## src/rtl/pist_pkg.sv

```systemverilog
// Package for the periodic item statistics table.
// Holds request/result structs, register indexes and status codes; no dependencies.
`timescale 1ns / 1ps
package pist_pkg;

    // Field widths fixed by the interface
    localparam int ITEM_W  = 6;
    localparam int PHASE_W = 7;
    localparam int VAL_W   = 20;
    localparam int REG_W   = 3;

    // Status codes
    localparam logic [1:0] ST_OK    = 2'd0;
    localparam logic [1:0] ST_EARLY = 2'd1;
    localparam logic [1:0] ST_BADQ  = 2'd2;

    // Actions
    localparam logic ACT_RECORD = 1'b0;
    localparam logic ACT_QUERY  = 1'b1;

    // Configuration register indexes
    typedef enum logic [REG_W-1:0] {
        REG_PERIOD    = 3'd0,
        REG_FIRST     = 3'd1,
        REG_MAX_GAP   = 3'd2,
        REG_MIN_OCC   = 3'd3,
        REG_MIN_PER   = 3'd4
    } t_reg_idx;

    typedef struct packed {
        logic               action;
        logic [ITEM_W-1:0]  item_id;
        logic [VAL_W-1:0]   timestamp;
        logic [PHASE_W-1:0] query_phase;
    } t_req;

    typedef struct packed {
        logic [1:0]         status;
        logic [PHASE_W-1:0] phase;
        logic [VAL_W-1:0]   segment;
        logic               known;
        logic [VAL_W-1:0]   occurrences;
        logic [VAL_W-1:0]   periodic_count;
        logic [VAL_W-1:0]   last_segment;
        logic               qualifies;
    } t_res;

    // Configuration seen by front and back
    typedef struct packed {
        logic [PHASE_W-1:0] period_length;
        logic [VAL_W-1:0]   first_timestamp;
        logic [VAL_W-1:0]   max_gap;
        logic [VAL_W-1:0]   min_occurrences;
        logic [VAL_W-1:0]   min_periodic;
    } t_cfg;

    // Classification of a request made by the front
    typedef enum logic [1:0] {
        K_RECORD = 2'd0,
        K_EARLY  = 2'd1,
        K_QUERY  = 2'd2,
        K_BADQ   = 2'd3
    } t_kind;

    // Work item passed from front to back
    typedef struct packed {
        t_kind              kind;
        logic [ITEM_W-1:0]  item;
        logic [PHASE_W-1:0] phase;
        logic [VAL_W-1:0]   segment;
    } t_work;

endpackage

```

## src/rtl/pist_front.sv

```systemverilog
// Front end: accepts requests, classifies them and computes phase and segment
// with a one-bit-per-cycle divider. Depends on pist_pkg.
`timescale 1ns / 1ps
module pist_front #(
    parameter int ITEM_COUNT = 64,
    parameter int MAX_PERIOD = 64
) (
    input  logic            i_clk,
    input  logic            i_rst_n,
    input  pist_pkg::t_cfg  i_cfg,
    input  logic            i_push,
    input  pist_pkg::t_req  i_req,
    output logic            o_busy,
    output logic            o_work_push,
    output pist_pkg::t_work o_work,
    input  logic            i_work_full
);
    localparam int TW = pist_pkg::VAL_W + 1;
    localparam int PH = pist_pkg::PHASE_W;

    typedef enum logic [1:0] {S_IDLE, S_DIV, S_FIN, S_PUSH} t_state;

    t_state                  r_state;
    pist_pkg::t_work         r_work;
    logic [TW-1:0]           r_quo;
    logic [PH-1:0]           r_rem;
    logic [PH-1:0]           r_p;
    logic [4:0]              r_cnt;

    logic [PH-1:0]           pe;
    logic [pist_pkg::ITEM_W-1:0] item_mod;
    logic                    early;
    logic [TW-1:0]           t_adj;
    logic [PH:0]             rem2;
    logic                    ge;
    logic [TW:0]             seg_sum;

    // Clamp the period into its legal range
    always_comb begin
        if (i_cfg.period_length == '0) begin
            pe = PH'(1);
        end else if (int'(i_cfg.period_length) > MAX_PERIOD) begin
            pe = PH'(MAX_PERIOD);
        end else begin
            pe = i_cfg.period_length;
        end
    end

    // Wrap the item number, one conditional subtract per bit
    always_comb begin
        item_mod = i_req.item_id;
        for (int k = pist_pkg::ITEM_W - 1; k >= 0; k--) begin
            if (int'(item_mod) >= (ITEM_COUNT << k)) begin
                item_mod = item_mod - pist_pkg::ITEM_W'(ITEM_COUNT << k);
            end
        end
    end

    // Shift the timestamp to adjusted time
    assign early = (i_req.timestamp < i_cfg.first_timestamp);
    assign t_adj = TW'(i_req.timestamp) - TW'(i_cfg.first_timestamp) + TW'(1);

    // Divider step
    assign rem2    = {r_rem, r_quo[TW-1]};
    assign ge      = (rem2 >= {1'b0, r_p});
    assign seg_sum = {1'b0, r_quo} + (TW+1)'(r_rem != '0);

    assign o_busy      = (r_state != S_IDLE);
    assign o_work_push = (r_state == S_PUSH) && !i_work_full;
    assign o_work      = r_work;

    // Sequence accept, divide, finish and hand off
    always_ff @(posedge i_clk) begin
        if (!i_rst_n) begin
            r_state <= S_IDLE;
        end else begin
            case (r_state)
                S_IDLE: begin
                    if (i_push) begin
                        r_p             <= pe;
                        r_work.item     <= item_mod;
                        r_work.segment  <= '0;
                        r_quo           <= t_adj;
                        r_rem           <= '0;
                        r_cnt           <= 5'(TW);
                        if (i_req.action == pist_pkg::ACT_QUERY) begin
                            r_state <= S_PUSH;
                            if (i_req.query_phase == '0 || i_req.query_phase > pe) begin
                                r_work.kind  <= pist_pkg::K_BADQ;
                                r_work.phase <= '0;
                            end else begin
                                r_work.kind  <= pist_pkg::K_QUERY;
                                r_work.phase <= i_req.query_phase;
                            end
                        end else if (early) begin
                            r_work.kind  <= pist_pkg::K_EARLY;
                            r_work.phase <= '0;
                            r_state      <= S_PUSH;
                        end else begin
                            r_work.kind  <= pist_pkg::K_RECORD;
                            r_work.phase <= '0;
                            r_state      <= S_DIV;
                        end
                    end
                end
                S_DIV: begin
                    r_quo <= {r_quo[TW-2:0], ge};
                    r_rem <= ge ? PH'(rem2 - {1'b0, r_p}) : PH'(rem2);
                    r_cnt <= r_cnt - 1'b1;
                    if (r_cnt == 5'd1) begin
                        r_state <= S_FIN;
                    end
                end
                S_FIN: begin
                    r_work.phase   <= (r_rem == '0) ? r_p : r_rem;
                    r_work.segment <= seg_sum[TW:pist_pkg::VAL_W] != '0 ?
                                      '1 : seg_sum[pist_pkg::VAL_W-1:0];
                    r_state        <= S_PUSH;
                end
                S_PUSH: begin
                    if (!i_work_full) begin
                        r_state <= S_IDLE;
                    end
                end
                default: begin
                    r_state <= S_IDLE;
                end
            endcase
        end
    end

endmodule

```

## config.mk

```make
export PLATFORM = sky130hd
export DESIGN_NAME = pist_front
export DESIGN_NICKNAME = d
export VERILOG_FILES = /design/src/rtl/pist_pkg.sv /design/src/rtl/pist_front.sv
export SDC_FILE = /design/constraint.sdc
export NUM_CORES = 1
export LEC_CHECK = 0
export ABC_AREA = 1
export BUFFER_PORTS_ARGS = -buffer_cell sky130_fd_sc_hd__buf_4
export CORE_MARGIN = 2
export CORE_UTILIZATION = 25
export CTS_CLUSTER_SIZE = 25
export DETAILED_ROUTE_END_ITERATION = 8
export PLACE_DENSITY = 0.48
export SYNTH_ARGS = -nofsm -noshare
export SYNTH_HDL_FRONTEND = slang
export SYNTH_SLANG_ARGS = --single-unit
```

## constraint.sdc

```tcl
create_clock -name i_clk -period 4.1 [get_ports i_clk]
set_clock_uncertainty 0.1 [all_clocks]
set_input_delay 0.205 -clock i_clk [delete_from_list [all_inputs] [get_ports i_clk]]
set_output_delay 0.205 -clock i_clk [all_outputs]
set_load 0.01 [all_outputs]
```

==> summary.md <==
| Metric | Value |
|---|---|
| Cts repair resizes | `0` |
| Setup ws final | `1.21 ns` |
| CTS H-tree depth | `3` |
| Xor and xnor area share after synthesis | `2.49%` |
| Post-CTS setup buffer count | `0` |
| First-pass GRT wire length | `25,600 um` |
| Most common cell in the netlist | `nand2_1` |
| Achievable clock frequency | `0.346 GHz` |
| CP endpoint kind | `flip-flop` |
| Die W | `163 um` |
| Antenna violations before repair | `0` |
| Worst-case vdd ir drop | `0.000216 V` |
| Clock Power Share | `20.1%` |
| Vias in the first global route | `5,332` |
| Io pins | `162` |
| Fill cells | `2,744` |
| Synth cell types | `39` |
| Status | `finished clean` |
| Initial Util | `25.3%` |
| Compound-Gate Fraction of Synth Area | `8.23%` |
| Share of cells above drive strength 1 | `14.6%` |
| Synthesized-area fraction occupied by adder cells | `15.9%` |
| Combinational power share | `43.2%` |
| Final WL | `15,400 um` |
| FFs w/ async S/R, synth | `0%` |
| Critical path peak fanout | `18` |
| Crit Path Class | `flip-flop to flip-flop` |
| Switching share of power | `39.5%` |
| Worst slew margin | `28.4%` |
| Area delta synth->final | `23.7%` |
| Rows | `58` |
| Nets | `1,133` |
| Drt wl/cell | `12.2 um` |
| Post-Syn Area | `0.00634 mm2` |
| Critical path launch point type | `flip-flop` |
| Least-Margin Pin Slew | `1.07 ns` |
| Sequential share of power | `36.7%` |
| Leakage | `3.81 nW` |
| Design area | `0.00785 mm2` |
| Largest net degree at the start of global routing | `34` |
| Cell Area, Placed | `0.00749 mm2` |
| Max-cap viol count | `0` |
| Fin. max-slew vios | `0` |
| DP Worst Slack | `1.20 ns` |
| Internal | `2.26 mW` |
| Setup violations, final | `0` |
| Final hold vios | `0` |
| Number of diodes | `0` |
| Cells after synthesis | `824` |
| Post-synth top area share | `35.5%` |
| Vias/cell | `4.27` |
| Port buffer count | `101` |
| Synth area leader | `edfxtp_1` |
| Setup TNS | `0 ns` |
| CTS Sinks | `77` |
| Pre-antenna DRT Iters | `4` |
| GRT Overall Usage | `11.9%` |
| Worst skew pair latency | `0.34 ns` |
| Pwr dens | `475 mW/mm2` |
| Initial DRC count | `287` |
| Clock-pin slew on the worst setup and hold paths | `0.06 ns` |
| Mux cell area share after synthesis | `0%` |
| RSZ-0062 raised after global routing | `false` |
| Number of buffers created by CTS | `9` |
| Net Sw Power | `1.47 mW` |
| Core box area | `0.0250 mm2` |
| Critical Path AT | `2.87 ns` |
| Via count | `5,414` |
| CTS tree | `built` |
| Post-synth EDFFs | `75` |
| Syn_nets | `1,023` |
| Final Util | `31.3%` |
| Minimum clock period | `2.89 ns` |
| Max clock buf depth | `2` |
| Gpl congestion | `0.800` |
| Post-Synth Simple-Gate Area | `27.7%` |
| Grt total ovfl | `0` |
| Synth area leaders | `edfxtp_1, ha_1, nand2_1` |
| Final Cycle Share | `70.4%` |
| Clock Root Buffer | `clkbuf_16` |
| Largest family of logic cells by synthesized area | `simple AND/OR/NAND/NOR gates` |
| Synth top cells by count | `nand2_1, inv_1, nor2_1, edfxtp_1, ha_1` |
| Synth Register Bits | `77` |
| Hpwl dp | `12,800 um` |
| Top_reg_cell synth | `edfxtp_1` |
| Crit path required time | `4.09 ns` |
| Syn Area/Cell | `7.70 um2` |
| Die area | `0.0267 mm2` |
| Routed Antenna Nets | `0` |
| Register area share after synthesis | `36.1%` |
| Worst hold path type | `input pin to flip-flop` |
| Residual DRC count | `0` |
| Die Height | `163 um` |
| Yosys warning count | `0` |
final timing paths:
kind | startpoint | to | slack, ns | cells past startpoint
worst max-delay path | r_rem[4]$_SDFFCE_PN0P_ | o_work[2]$_SDFFCE_PN0P_ | 1.21 | 10
worst min-delay path | i_req[33] | o_work[34]$_DFFE_PP_ | 0.04 | 1
worst max register to register | r_rem[4]$_SDFFCE_PN0P_ | o_work[2]$_SDFFCE_PN0P_ | 1.21 | 10
worst min register to register | r_state[0]$_SDFFE_PN0P_ | r_state[0]$_SDFFE_PN0P_ | 0.48 | 2
layer usage:
layer / up-vias / routed length (um) / GRT usage (%)
met5: - / 0 / 0
met4: 0 / 154 / 2.78
met3: 11 / 572 / 1.73
met2: 90 / 7080 / 19.5
met1: 2407 / 7630 / 16.4
li1: 2906 / - / -
cell usage in the layout (no fill, tap or decap), drive strengths merged:
cell type,netlist,final
clkbuf,10,12
xnor2,8,8
inv,145,145
o22ai,1,1
a211oi,1,1
nor4,1,1
ha,63,63
or3,1,1
nand3b,5,5
clkinv,0,4
xor2,10,10
fa,11,11
a21o,1,1
and2,1,1
o211ai,1,1
edfxtp,75,75
nand4,24,24
dfxtp,2,2
o21bai,12,12
or2,2,2
buf,2,105
o21ai,41,41
o21a,3,3
a21oi,31,31
a31oi,2,2
dlygate4sd3,0,7
nor2,91,91
nor3,14,14
nand3,55,55
nand2,210,210
timing repair:
action / CTS / global route
hold buffers: 7 / 0
endpoints found under the setup margin: 0 / 0
endpoints found under the hold margin: 7 / 0
worst max-delay path, stage by stage (launching register included):
cell	delay, ns
edfxtp_1	0.46
nor3_1	0.21
nand4_1	0.32
ha_1	0.35
ha_1	0.25
nand3_1	0.20
inv_1	0.11
nand3_1	0.17
nand3_4	0.21
o21bai_1	0.20
inv_1	0.06
logic make-up (layout without fill, tap and decap cells):
group                      after synthesis  in the layout
xor gates and xnor gates                18             18
and+or+nand+nor                        404            404
AOI/OAI and AO/OA                       93             93
buffers and inverters                  158            273
DFF                                     77             77
adders and majority gates               74             74
metrics by stage:
step           hold WS [ns]  power, mW  std cells
2_1_floorplan         0.204       2.44        824
3_3_place_gp          0.283       3.01       1246
3_5_place_dp          0.284       3.02       1246
4_1_cts              0.0298       3.79       1269
5_1_grt              0.0386       4.05       1269
6_report             0.0364       3.73       1269
power by group through the flow:
stage                     sequential, mW  combinational (mW)  clock (mW)
final                               1.37                1.61       0.749
after global routing                1.40                1.85       0.799
after CTS                           1.37                1.64       0.773
after detailed placement            1.39                1.63           0
after global placement              1.39                1.61           0
after floorplan                     1.39                1.05           0
sequential cells by signal (all words and copies together), names as in the netlist:
signal,count
o_work,35
r_quo,21
r_p,7
r_rem,7
r_cnt,5
r_state,2
layout make-up:
type	count	area, um2	share of cell area (%)
clock buffers	12	256	3.27
clock inverters	4	23.8	0.303
repair buffers	112	858	10.9
flip-flops and latches	77	2290	29.2
well taps	330	413	5.26
multi-input cells	589	3460	44.1
inverters	145	544	6.94
Power figures use the tool's default switching activity.
