$ cat src/rtl/pist_fifo.sv
// Small register queue used between front and back and on the result side.
// Depends on nothing; payload is a flat vector.
`timescale 1ns / 1ps
module pist_fifo #(
    parameter int WIDTH = 8,
    parameter int DEPTH = 2
) (
    input  logic             i_clk,
    input  logic             i_rst_n,
    input  logic             i_push,
    input  logic [WIDTH-1:0] i_data,
    output logic             o_full,
    input  logic             i_pop,
    output logic [WIDTH-1:0] o_data,
    output logic             o_empty
);
    localparam int PW = (DEPTH > 1) ? $clog2(DEPTH) : 1;

    logic [WIDTH-1:0] r_mem [DEPTH];
    logic [PW-1:0]    r_wr, r_rd;
    logic [PW:0]      r_cnt;
    logic             do_push, do_pop;

    assign o_full  = (r_cnt == (PW+1)'(DEPTH));
    assign o_empty = (r_cnt == '0);
    assign o_data  = r_mem[r_rd];
    assign do_push = i_push && !o_full;
    assign do_pop  = i_pop && !o_empty;

    // Advance pointers and fill count
    always_ff @(posedge i_clk) begin
        if (!i_rst_n) begin
            r_wr  <= '0;
            r_rd  <= '0;
            r_cnt <= '0;
        end else begin
            if (do_push) begin
                r_wr <= (r_wr == PW'(DEPTH-1)) ? '0 : r_wr + 1'b1;
            end
            if (do_pop) begin
                r_rd <= (r_rd == PW'(DEPTH-1)) ? '0 : r_rd + 1'b1;
            end
            if (do_push && !do_pop) begin
                r_cnt <= r_cnt + 1'b1;
            end else if (do_pop && !do_push) begin
                r_cnt <= r_cnt - 1'b1;
            end
        end
    end

    // Store payload
    always_ff @(posedge i_clk) begin
        if (do_push) begin
            r_mem[r_wr] <= i_data;
        end
    end

endmodule

$ cat config.mk
export PLATFORM = sky130hd
export DESIGN_NAME = pist_fifo
export DESIGN_NICKNAME = d
export VERILOG_FILES = /design/src/rtl/pist_fifo.sv
export SDC_FILE = /design/constraint.sdc
export NUM_CORES = 1
export LEC_CHECK = 0
export BUFFER_PORTS_ARGS = -buffer_cell sky130_fd_sc_hd__buf_4
export CAP_MARGIN = 5
export CELL_PAD_IN_SITES_DETAIL_PLACEMENT = 2
export CELL_PAD_IN_SITES_GLOBAL_PLACEMENT = 2
export CORE_ASPECT_RATIO = 2
export CORE_UTILIZATION = 30
export CTS_CLUSTER_DIAMETER = 50
export DETAILED_ROUTE_END_ITERATION = 10
export PLACE_DENSITY = 0.83
export SLEW_MARGIN = 30
export SYNTH_ARGS = -nofsm -noshare
export SYNTH_HDL_FRONTEND = slang
export SYNTH_SLANG_ARGS = --single-unit
$ cat constraint.sdc
create_clock -name i_clk -period 1.4 [get_ports i_clk]
set_input_delay 0.07 -clock i_clk [delete_from_list [all_inputs] [get_ports i_clk]]
set_output_delay 0.07 -clock i_clk [all_outputs]
set_load 0.005 [all_outputs]
==> results of run 1 <==
-- cell type report --
cell class	count	share of cell area [%]
clock buffers	4	3.75
inverters	2	0.626
multi-input cells	26	20.9
repair buffers	34	22.9
well taps	28	2.92
flip-flops and latches	21	48.9
-- power groups by stage --
stage | Clock [mW] | Sequential (mW) | Combinational (mW)
after floorplan | 0 | 0.860 | 0.365
after global placement | 0 | 0.899 | 0.622
after detailed placement | 0 | 0.910 | 0.644
after CTS | 0.390 | 0.904 | 0.741
after global routing | 0.422 | 0.919 | 0.803
final | 0.385 | 0.905 | 0.744
-- metal layers --
layer | GRT usage, % | up-vias | part of all wire [%]
met3 | 1.75 | 6 | 2.8
met1 | 11.8 | 256 | 29
met5 | 0 | - | 0
li1 | - | 254 | -
met4 | 10.3 | 0 | 3.3
met2 | 29.1 | 15 | 65
-- stage by stage --
stage | utilization [%] | hold slack (ps)
floorplan | - | 169
global placement | 40.3 | 256
detailed placement | 40.3 | 260
CTS | 46.3 | 0.754
global route | 46.7 | 41.5
finish | 46.7 | 52.0
-- cells by family (layout without fill, tap and decap cells) --
group / after synthesis / in the layout / synth area share (%)
AND/OR/NAND/NOR: 9 / 9 / 6.80
flip-flops: 21 / 21 / 71.7
XOR/XNOR: 3 / 3 / 3.25
adder cells (fa/ha/maj): 1 / 1 / 1.55
AO/OA/AOI/OAI: 5 / 5 / 4.02
buffers and inverters: 3 / 40 / 1.54
multiplexers: 8 / 8 / 11.1
-- worst max-delay path, cell delays in order (launching register included) --
cell      delay, ps
dfxtp_2         370
o21ai_2         270
ha_4            250
or3_1           340
a21boi_1        110
-- synth_stat cells --
cell type  count  area share [%]
nor3_2         1             1.2
a21boi_1       1            0.93
nand2b_1       1            0.77
o21ai_0        1            0.62
mux2_2         8              11
and2_1         3             2.3
inv_1          1            0.46
a21boi_0       1            0.93
xor2_1         1             1.1
nor2_1         2            0.93
dfxtp_1        5              12
edfxtp_1      16              59
o21ai_1        1            0.62
o21a_1         1            0.93
inv_2          1            0.46
and3_1         1            0.77
ha_1           1             1.5
buf_2          1            0.62
xnor2_1        2             2.2
or3_1          1            0.77
-- worst max path at each step --
stage	from	end	slack (ps)	cells past startpoint
floorplan	r_cnt[0]	r_cnt[1]	0.6	6
global placement	r_cnt[1]	r_cnt[1]	-70	5
detailed placement	r_cnt[1]	r_cnt[1]	-110	5
CTS	r_cnt[0]	r_cnt[1]	-10	7
global route	r_cnt[0]	r_cnt[1]	-60	7
finish	r_cnt[1]	r_cnt[1]	-10	4
-- timing repair --
action                     in CTS  in global routing
cloned                          0                  0
gates resized for setup         8                  0
setup endpoints to repair       6                  2
pin swaps                       1                  0
setup buffers                   1                  0
hold endpoints to repair       14                  2
hold buffers                    7                  1
-- flip-flops by register name, indices dropped and copies added, names as in the netlist, named ones only --
name,cells
r_cnt,2
r_mem,16
r_rd,1
r_wr,1
==> flow_summary_export.csv, run 1 <==
group,metric,value,unit
run_status,status,"finished, violations left",
run_status,violations,"negative setup slack",
place,place.gp.congestion,0.634,
worst_setup_path,cp_max_fo,5,
layout,final_cell_count_no_fill,115,
layout,fill_cells,255,
hold_path,hp-start,"i_rst_n",
yosys,netlist_area,810,um^2
timing,max_freq,709,MHz
power_and_ir_drop,p_clk_share,18.9,%
timing,setup_slack,-10.1,ps
power_and_ir_drop,ir_drop,709,uV
detailed_routing,wl_per_cell,16.0,um
power_and_ir_drop,p_switching,0.565,mW
layout,num_antenna_cells,0,
timing,period_needed,1410,ps
power_and_ir_drop,totalPowerFinal,2.03,mW
place,dpl_worst_slack,-111,ps
detailed_routing,drt_pass1_iterations,2,
layout,design_area,1200,um^2
detailed_routing,vias_per_cell,4.62,
detailed_routing,drtIter0Drc,4,
global_routing,grt_max_degree,12,
timing,relSlewSlack,74.1,%
timing,tightest_slew,389,ps
die,chipHeight,75.5,um
timing,hold_violations,0,
yosys,ys.warnings.count,0,
timing,tns,-10.1,ps
hold_path,worstHoldPathCells,2,
clock_tree,worstSkewPairLatency,260,ps
yosys,synth_nets,63,
timing,drv_slew,0,
clock_tree,cts.path.max_buffers,2,
layout,multi_input_area,250,um^2
die,core_area,2570,um^2
place,post-place-cells,102,
clock_tree,numCtsBuffers,3,
worst_setup_path,crit_path_end_kind,"register",
power_and_ir_drop,pwr-share-comb,36.6,%
worst_setup_path,r2r_cells,4,
worst_setup_path,reg2reg_from,"r_cnt[1]",
detailed_routing,drc,0,
die,die_w,38.7,um
place,postPlaceCellArea,1040,um^2
clock_tree,clock_sinks,21,
worst_setup_path,required,1590,ps
power_and_ir_drop,power_density,1690,nW/um^2
layout,seq_area,587,um^2
clock_tree,clockRootBuffer,"clkbuf_8",
layout,syn2layout_area_growth,48.2,%
global_routing,grt_pass1_vias,593,
power_and_ir_drop,seqPwrFrac,44.5,%
power_and_ir_drop,swShare,27.8,%
worst_setup_path,r2r-end,"r_cnt[1]",
run,drv_cap,0,
die,rows,26,
timing,fin_crit_sh,101,%
layout,drive_gt1_share,54.0,%
timing,skew,3.26,ps
clock_tree,cts_tree,"yes",
worst_setup_path,cp.arrival,1600,ps
detailed_routing,vias,531,
clock_tree,clk_pin_slew_worst_paths,70,ps
yosys,synth-seq-cells,21,
yosys,synth_area_per_cell,16.2,um^2
place,io_buffers,21,
global_routing,track_usage,14.7,%
hold_path,holdPathEnd,"r_rd",
clock_tree,cts_max_level,1,
power_and_ir_drop,internal-power,1.47,mW
layout,nets,101,
detailed_routing,antenna_left,0,
global_routing,grt_pass1_wl,2700,um
detailed_routing,routed_wl,1840,um
die,die_area,2920,um^2
layout,final_common_cell,"buf_4",
hold_path,hp-class,"input pin to register",
global_routing,antenna_found_initial,0,
yosys,ys_seq_area_share,71.7,%
die,io_pins,22,
worst_setup_path,r2r_slack,-10,ps
global_routing,overflow,0,
worst_setup_path,crit_type,"register to register",
yosys,synth_cell_types,20,
place,hpwl,1240,um
timing,finalSetupViolCount,1,
timing,rsz0062_at_grt,"true",
worst_setup_path,worst_setup_path_start_kind,"register",
power_and_ir_drop,power_leakage,0.469,nW
die,start_util,31.5,%
yosys,synth_cells,50,
layout,final_cell_mix,"buf_4, edfxtp_1, mux2_2, dlygate4sd3_1",
Power figures use the tool's default switching activity.
==> run 2, diff against run 1 <==
==> constraint.sdc (replaced) <==
create_clock -name i_clk -period 1.4 [get_ports i_clk]
set_input_delay 0.21 -clock i_clk [delete_from_list [all_inputs] [get_ports i_clk]]
set_output_delay 0.21 -clock i_clk [all_outputs]
set_load 0.005 [all_outputs]
==> flow_summary_export.csv, run 2 (synthesis results as in run 1) <==
group,metric,value,unit
layout,num_antenna_cells,0,
place,io_buffers,21,
timing,hold_violations,0,
layout,final_common_cell,"buf_4",
timing,skew,1.49,ps
global_routing,grt_max_degree,12,
detailed_routing,drt_pass1_iterations,3,
worst_setup_path,r2r-end,"r_cnt[1]",
clock_tree,worstSkewPairLatency,260,ps
timing,tightest_slew,375,ps
worst_setup_path,cpPeakStageDelay,350,ps
layout,final_cell_mix,"buf_4, edfxtp_1, mux2_4",
global_routing,track_usage,13.1,%
clock_tree,clockRootBuffer,"clkbuf_8",
power_and_ir_drop,p_clk_share,18.2,%
place,hpwl,1240,um
timing,finalSetupViolCount,1,
place,place.gp.congestion,0.634,
run,drv_cap,0,
global_routing,antenna_found_initial,0,
die,io_pins,22,
detailed_routing,vias,508,
timing,fin_crit_sh,101,%
die,chipHeight,75.5,um
power_and_ir_drop,p_switching,0.569,mW
worst_setup_path,worst_setup_path_start_kind,"register",
power_and_ir_drop,internal-power,1.51,mW
layout,final_cell_count_no_fill,108,
clock_tree,numCtsBuffers,3,
layout,nets,94,
layout,top_regs,"r_mem x16, r_cnt x2",
clock_tree,cts_max_level,1,
detailed_routing,vias_per_cell,4.70,
timing,period_needed,1410,ps
worst_setup_path,slowest_stage,"dfxtp_4",
detailed_routing,drc,0,
die,die_w,38.7,um
worst_setup_path,worstPathCellList,"nand2b_4 -> inv_2 -> nor2_2 -> ha_4 -> xor2_2 -> or3_1 -> a21boi_1",
place,postPlaceCellArea,1040,um^2
power_and_ir_drop,power_leakage,0.469,nW
detailed_routing,wl_per_cell,15.5,um
worst_setup_path,cp_max_fo,3,
detailed_routing,routed_wl,1670,um
timing,rsz0062_at_grt,"true",
run_status,violations,"negative setup slack",
hold_path,worstHoldPathCells,1,
power_and_ir_drop,seqPwrFrac,44.2,%
global_routing,overflow,0,
worst_setup_path,r2r_slack,-10,ps
timing,relSlewSlack,75.0,%
layout,syn2layout_area_growth,43.3,%
detailed_routing,drtIter0Drc,12,
power_and_ir_drop,power_density,1800,nW/um^2
hold_path,hp-class,"input pin to register",
worst_setup_path,r2r_cells,7,
global_routing,grt_pass1_vias,557,
die,die_area,2920,um^2
clock_tree,cts-hold-fix-buffers,0,
global_routing,grt_pass1_wl,2420,um
worst_setup_path,crit_type,"register to register",
timing,max_freq,709,MHz
worst_setup_path,reg2reg_from,"r_cnt[0]",
clock_tree,cts.path.max_buffers,2,
clock_tree,clock_sinks,21,
worst_setup_path,crit_path_end_kind,"register",
die,rows,26,
clock_tree,clk_pin_slew_worst_paths,70,ps
worst_setup_path,cp.arrival,1600,ps
detailed_routing,antenna_left,0,
timing,drv_slew,0,
hold_path,hp-start,"i_data[2]",
power_and_ir_drop,ir_drop,803,uV
power_and_ir_drop,swShare,27.3,%
power_and_ir_drop,pwr-share-comb,37.5,%
layout,design_area,1160,um^2
place,post-place-cells,102,
timing,setup_slack,-9.78,ps
die,start_util,31.5,%
layout,largest_reg_flops,16,
die,core_area,2570,um^2
clock_tree,cts_tree,"yes",
worst_setup_path,required,1590,ps
run_status,status,"finished, violations left",
layout,drive_gt1_share,60.0,%
hold_path,holdPathEnd,"r_mem[1][2]",
layout,largest-register,"r_mem",
## run 2: cell types whose count changed in the layout (fill, tap and decap cells not counted)
cell / previous run / this run
dfxtp_2: 2 / 1
mux2_4: 0 / 8
mux2_2: 8 / 0
dlygate4sd3_1: 8 / 0
dfxtp_4: 1 / 2
buf_4: 26 / 27
## run 2: worst max-delay path by stage
stage / slack, ps / depth (start not counted) / start / endpoint
global placement: -70 / 5 / r_cnt[1] / r_cnt[1]
CTS: -9 / 4 / r_cnt[1] / r_cnt[1]
global route: -70 / 7 / r_cnt[0] / r_cnt[1]
detailed placement: -110 / 5 / r_cnt[1] / r_cnt[1]
floorplan: 0.6 / 6 / r_cnt[0] / r_cnt[1]
finish: -10 / 7 / r_cnt[0] / r_cnt[1]
## run 2: timing repair
action,CTS,global route
resized for setup,8,9
pin swaps,1,0
setup buffers,2,0
endpoints found under the setup margin,10,8
endpoints found under the hold margin,0,0
## run 2: final cells by class
type                            instances  area, um^2
Fill cell                             249        1410
Sequential cell                        21         589
Multi-Input combinational cell         26         280
Timing Repair Buffer                   27         203
Clock buffer                            4        45.0
Tap cell                               28        35.0
Inverter                                2        7.51
## run 2: worst max-delay path, delay by kind of cell, from the launching register on
kind | cells | cell delay (ps)
buffers and inverters | 1 | 70
DFF | 1 | 350
xor gates and xnor gates | 1 | 140
and+or+nand+nor | 3 | 510
AOI/OAI and AO/OA | 1 | 120
adders and majority gates | 1 | 160
## run 2: power groups by stage
| stage | sequential, mW | combinational, mW | clock, mW |
|---|---|---|---|
| 3_5_place_dp | 0.910 | 0.644 | 0 |
| 6_report | 0.921 | 0.782 | 0.380 |
| 4_1_cts | 0.908 | 0.724 | 0.390 |
| 2_1_floorplan | 0.860 | 0.365 | 0 |
| 3_3_place_gp | 0.899 | 0.622 | 0 |
| 5_1_grt | 0.936 | 0.847 | 0.416 |
## run 2: routing by layer
metal | vias to the layer above | wire length [um] | global-route usage [%]
met4 | 0 | 57 | 10.3
met3 | 5 | 57 | 2.04
li1 | 241 | - | -
met1 | 247 | 505 | 8.74
met5 | - | 0 | 0
met2 | 15 | 1050 | 26.7
## run 2: stage by stage
stage	power [mW]	hold WS, ps	utilization [%]	TNS (ps)	setup WS [ps]
floorplan	1.22	309	-	0	0.621
global placement	1.52	396	40.3	-91.5	-65.0
detailed placement	1.55	400	40.3	-162	-111
CTS	2.02	132	43.7	-9.02	-9.02
global route	2.20	121	45.1	-91.6	-69.8
finish	2.08	137	45.1	-9.78	-9.78
==> run 3, diff against run 2 <==
CORE_MARGIN = 2   (was unset)
MAX_ROUTING_LAYER = met4   (was unset)
==> flow_summary_export.csv, run 3 (synthesis results as in run 1) <==
group,metric,value,unit
die,die_area,3150,um^2
hold_path,hp-start,"i_data[6]",
place,post-place-cells,103,
layout,top_regs,"r_mem x16, r_cnt x2",
die,rows,26,
detailed_routing,antenna_left,0,
worst_setup_path,cp_num_buf_inv,1,
die,die_w,40.7,um
clock_tree,clock_sinks,21,
clock_tree,cts_max_level,1,
worst_setup_path,required,1590,ps
detailed_routing,vias,505,
worst_setup_path,cp.arrival,1570,ps
hold_path,worstHoldPathCells,1,
clock_tree,worstSkewPairLatency,260,ps
timing,max_freq,724,MHz
layout,largest_reg_flops,16,
clock_tree,cts_tree,"yes",
worst_setup_path,r2r-end,"r_cnt[1]",
worst_setup_path,worst_setup_path_start_kind,"register",
global_routing,track_usage,14.0,%
place,postPlaceCellArea,1040,um^2
clock_tree,clk_pin_slew_worst_paths,70,ps
layout,final_cell_mix,"buf_4, edfxtp_1, mux2_4",
die,chipHeight,77.5,um
detailed_routing,drt_pass1_iterations,2,
timing,relSlewSlack,82.0,%
layout,syn2layout_area_growth,43.1,%
layout,final_common_cell,"buf_4",
detailed_routing,drtIter0Drc,4,
timing,drv_slew,0,
timing,period_needed,1380,ps
detailed_routing,drc,0,
timing,hold_violations,0,
detailed_routing,vias_per_cell,4.63,
layout,num_antenna_cells,0,
power_and_ir_drop,swShare,27.1,%
place,hpwl,1320,um
worst_setup_path,cpPeakStageDelay,330,ps
worst_setup_path,r2r_slack,20,ps
worst_setup_path,crit_path_end_kind,"register",
power_and_ir_drop,power_leakage,0.473,nW
timing,fin_crit_sh,98.6,%
power_and_ir_drop,internal-power,1.52,mW
timing,tightest_slew,268,ps
timing,setup_slack,19.5,ps
worst_setup_path,slowest_stage,"dfxtp_2",
clock_tree,numCtsBuffers,3,
clock_tree,cts.path.max_buffers,2,
power_and_ir_drop,ir_drop,951,uV
hold_path,hp-class,"input pin to register",
timing,skew,1.34,ps
layout,nets,95,
detailed_routing,wl_per_cell,15.6,um
timing,finalSetupViolCount,0,
power_and_ir_drop,power_density,1800,nW/um^2
clock_tree,clockRootBuffer,"clkbuf_8",
worst_setup_path,r2r_cells,7,
worst_setup_path,reg2reg_from,"r_cnt[0]",
die,core_area,2570,um^2
die,start_util,31.5,%
power_and_ir_drop,p_switching,0.565,mW
power_and_ir_drop,seqPwrFrac,43.4,%
detailed_routing,routed_wl,1700,um
global_routing,antenna_found_initial,0,
place,dpl_worst_slack,-31.3,ps
global_routing,grt_pass1_wl,2770,um
layout,design_area,1160,um^2
worst_setup_path,startpoint,"r_cnt[0]",
die,io_pins,22,
hold_path,holdPathEnd,"r_mem[1][6]",
layout,largest-register,"r_mem",
worst_setup_path,crit_type,"register to register",
power_and_ir_drop,pwr-share-comb,38.0,%
power_and_ir_drop,p_clk_share,18.5,%
global_routing,grt_max_degree,12,
layout,drive_gt1_share,59.3,%
global_routing,grt_pass1_vias,614,
worst_setup_path,worstPathCellList,"nand2b_4 -> inv_2 -> nor2_2 -> ha_4 -> xor2_1 -> or3_1 -> a21boi_1",
timing,rsz0062_at_grt,"true",
layout,final_cell_count_no_fill,109,
run_status,status,"complete, no violations",
worst_setup_path,cp_max_fo,3,
timing,tns,0,ps
place,io_buffers,21,
run,drv_cap,0,
power_and_ir_drop,totalPowerFinal,2.08,mW
place,place.gp.congestion,0.629,
worst_setup_path,crit_family,"simple AND/OR/NAND/NOR gates",
global_routing,overflow,0,
-- run 3: changes by cell type in the layout (fill, tap and decap cells not counted), sizes merged --
cell / previous run / this run
buf: 27 / 28
-- run 3: metal layers --
metal / vias up / wire (um) / global-route usage, %
li1: 241 / - / -
met2: 14 / 1070 / 23.8
met3: 4 / 57 / 2.57
met1: 246 / 547 / 13.4
met4: 0 / 32 / 8.00
met5: - / 0 / -
-- run 3: how the worst max path moves through the flow --
stage / slack [ps] / to / cells past startpoint
6_report: 20 / r_cnt[1] / 7
4_1_cts: -8 / r_cnt[1] / 4
3_3_place_gp: 20 / r_cnt[1] / 7
3_5_place_dp: -30 / r_cnt[1] / 6
5_1_grt: -70 / r_cnt[1] / 6
2_1_floorplan: 0.6 / r_cnt[1] / 6
-- run 3: power groups by stage --
stage	registers (mW)	logic, mW	clock network (mW)
5_1_grt	0.919	0.865	0.433
3_3_place_gp	0.883	0.655	0
3_5_place_dp	0.896	0.682	0
2_1_floorplan	0.860	0.365	0
4_1_cts	0.893	0.735	0.400
6_report	0.905	0.792	0.386
-- run 3: per-stage QoR --
stage,hold slack [ps],util (%)
finish,135,45.1
global route,120,45.1
CTS,124,43.3
detailed placement,400,40.6
global placement,396,40.6
floorplan,309,-
-- run 3: layout make-up --
class,instances,area [um^2]
fill,249,1410
sequential,21,587
multi-input combinational,26,270
timing repair buffer,28,214
clock buffer,4,45.0
tap,28,35.0
inverter,2,7.51
-- run 3: what timing repair did --
action | CTS | global route
gates cloned | 0 | 0
pin swaps | 2 | 0
endpoints found under the setup margin | 9 | 16
gates resized for setup | 5 | 12
buffers inserted | 2 | 0
hold buffers | 0 | 0
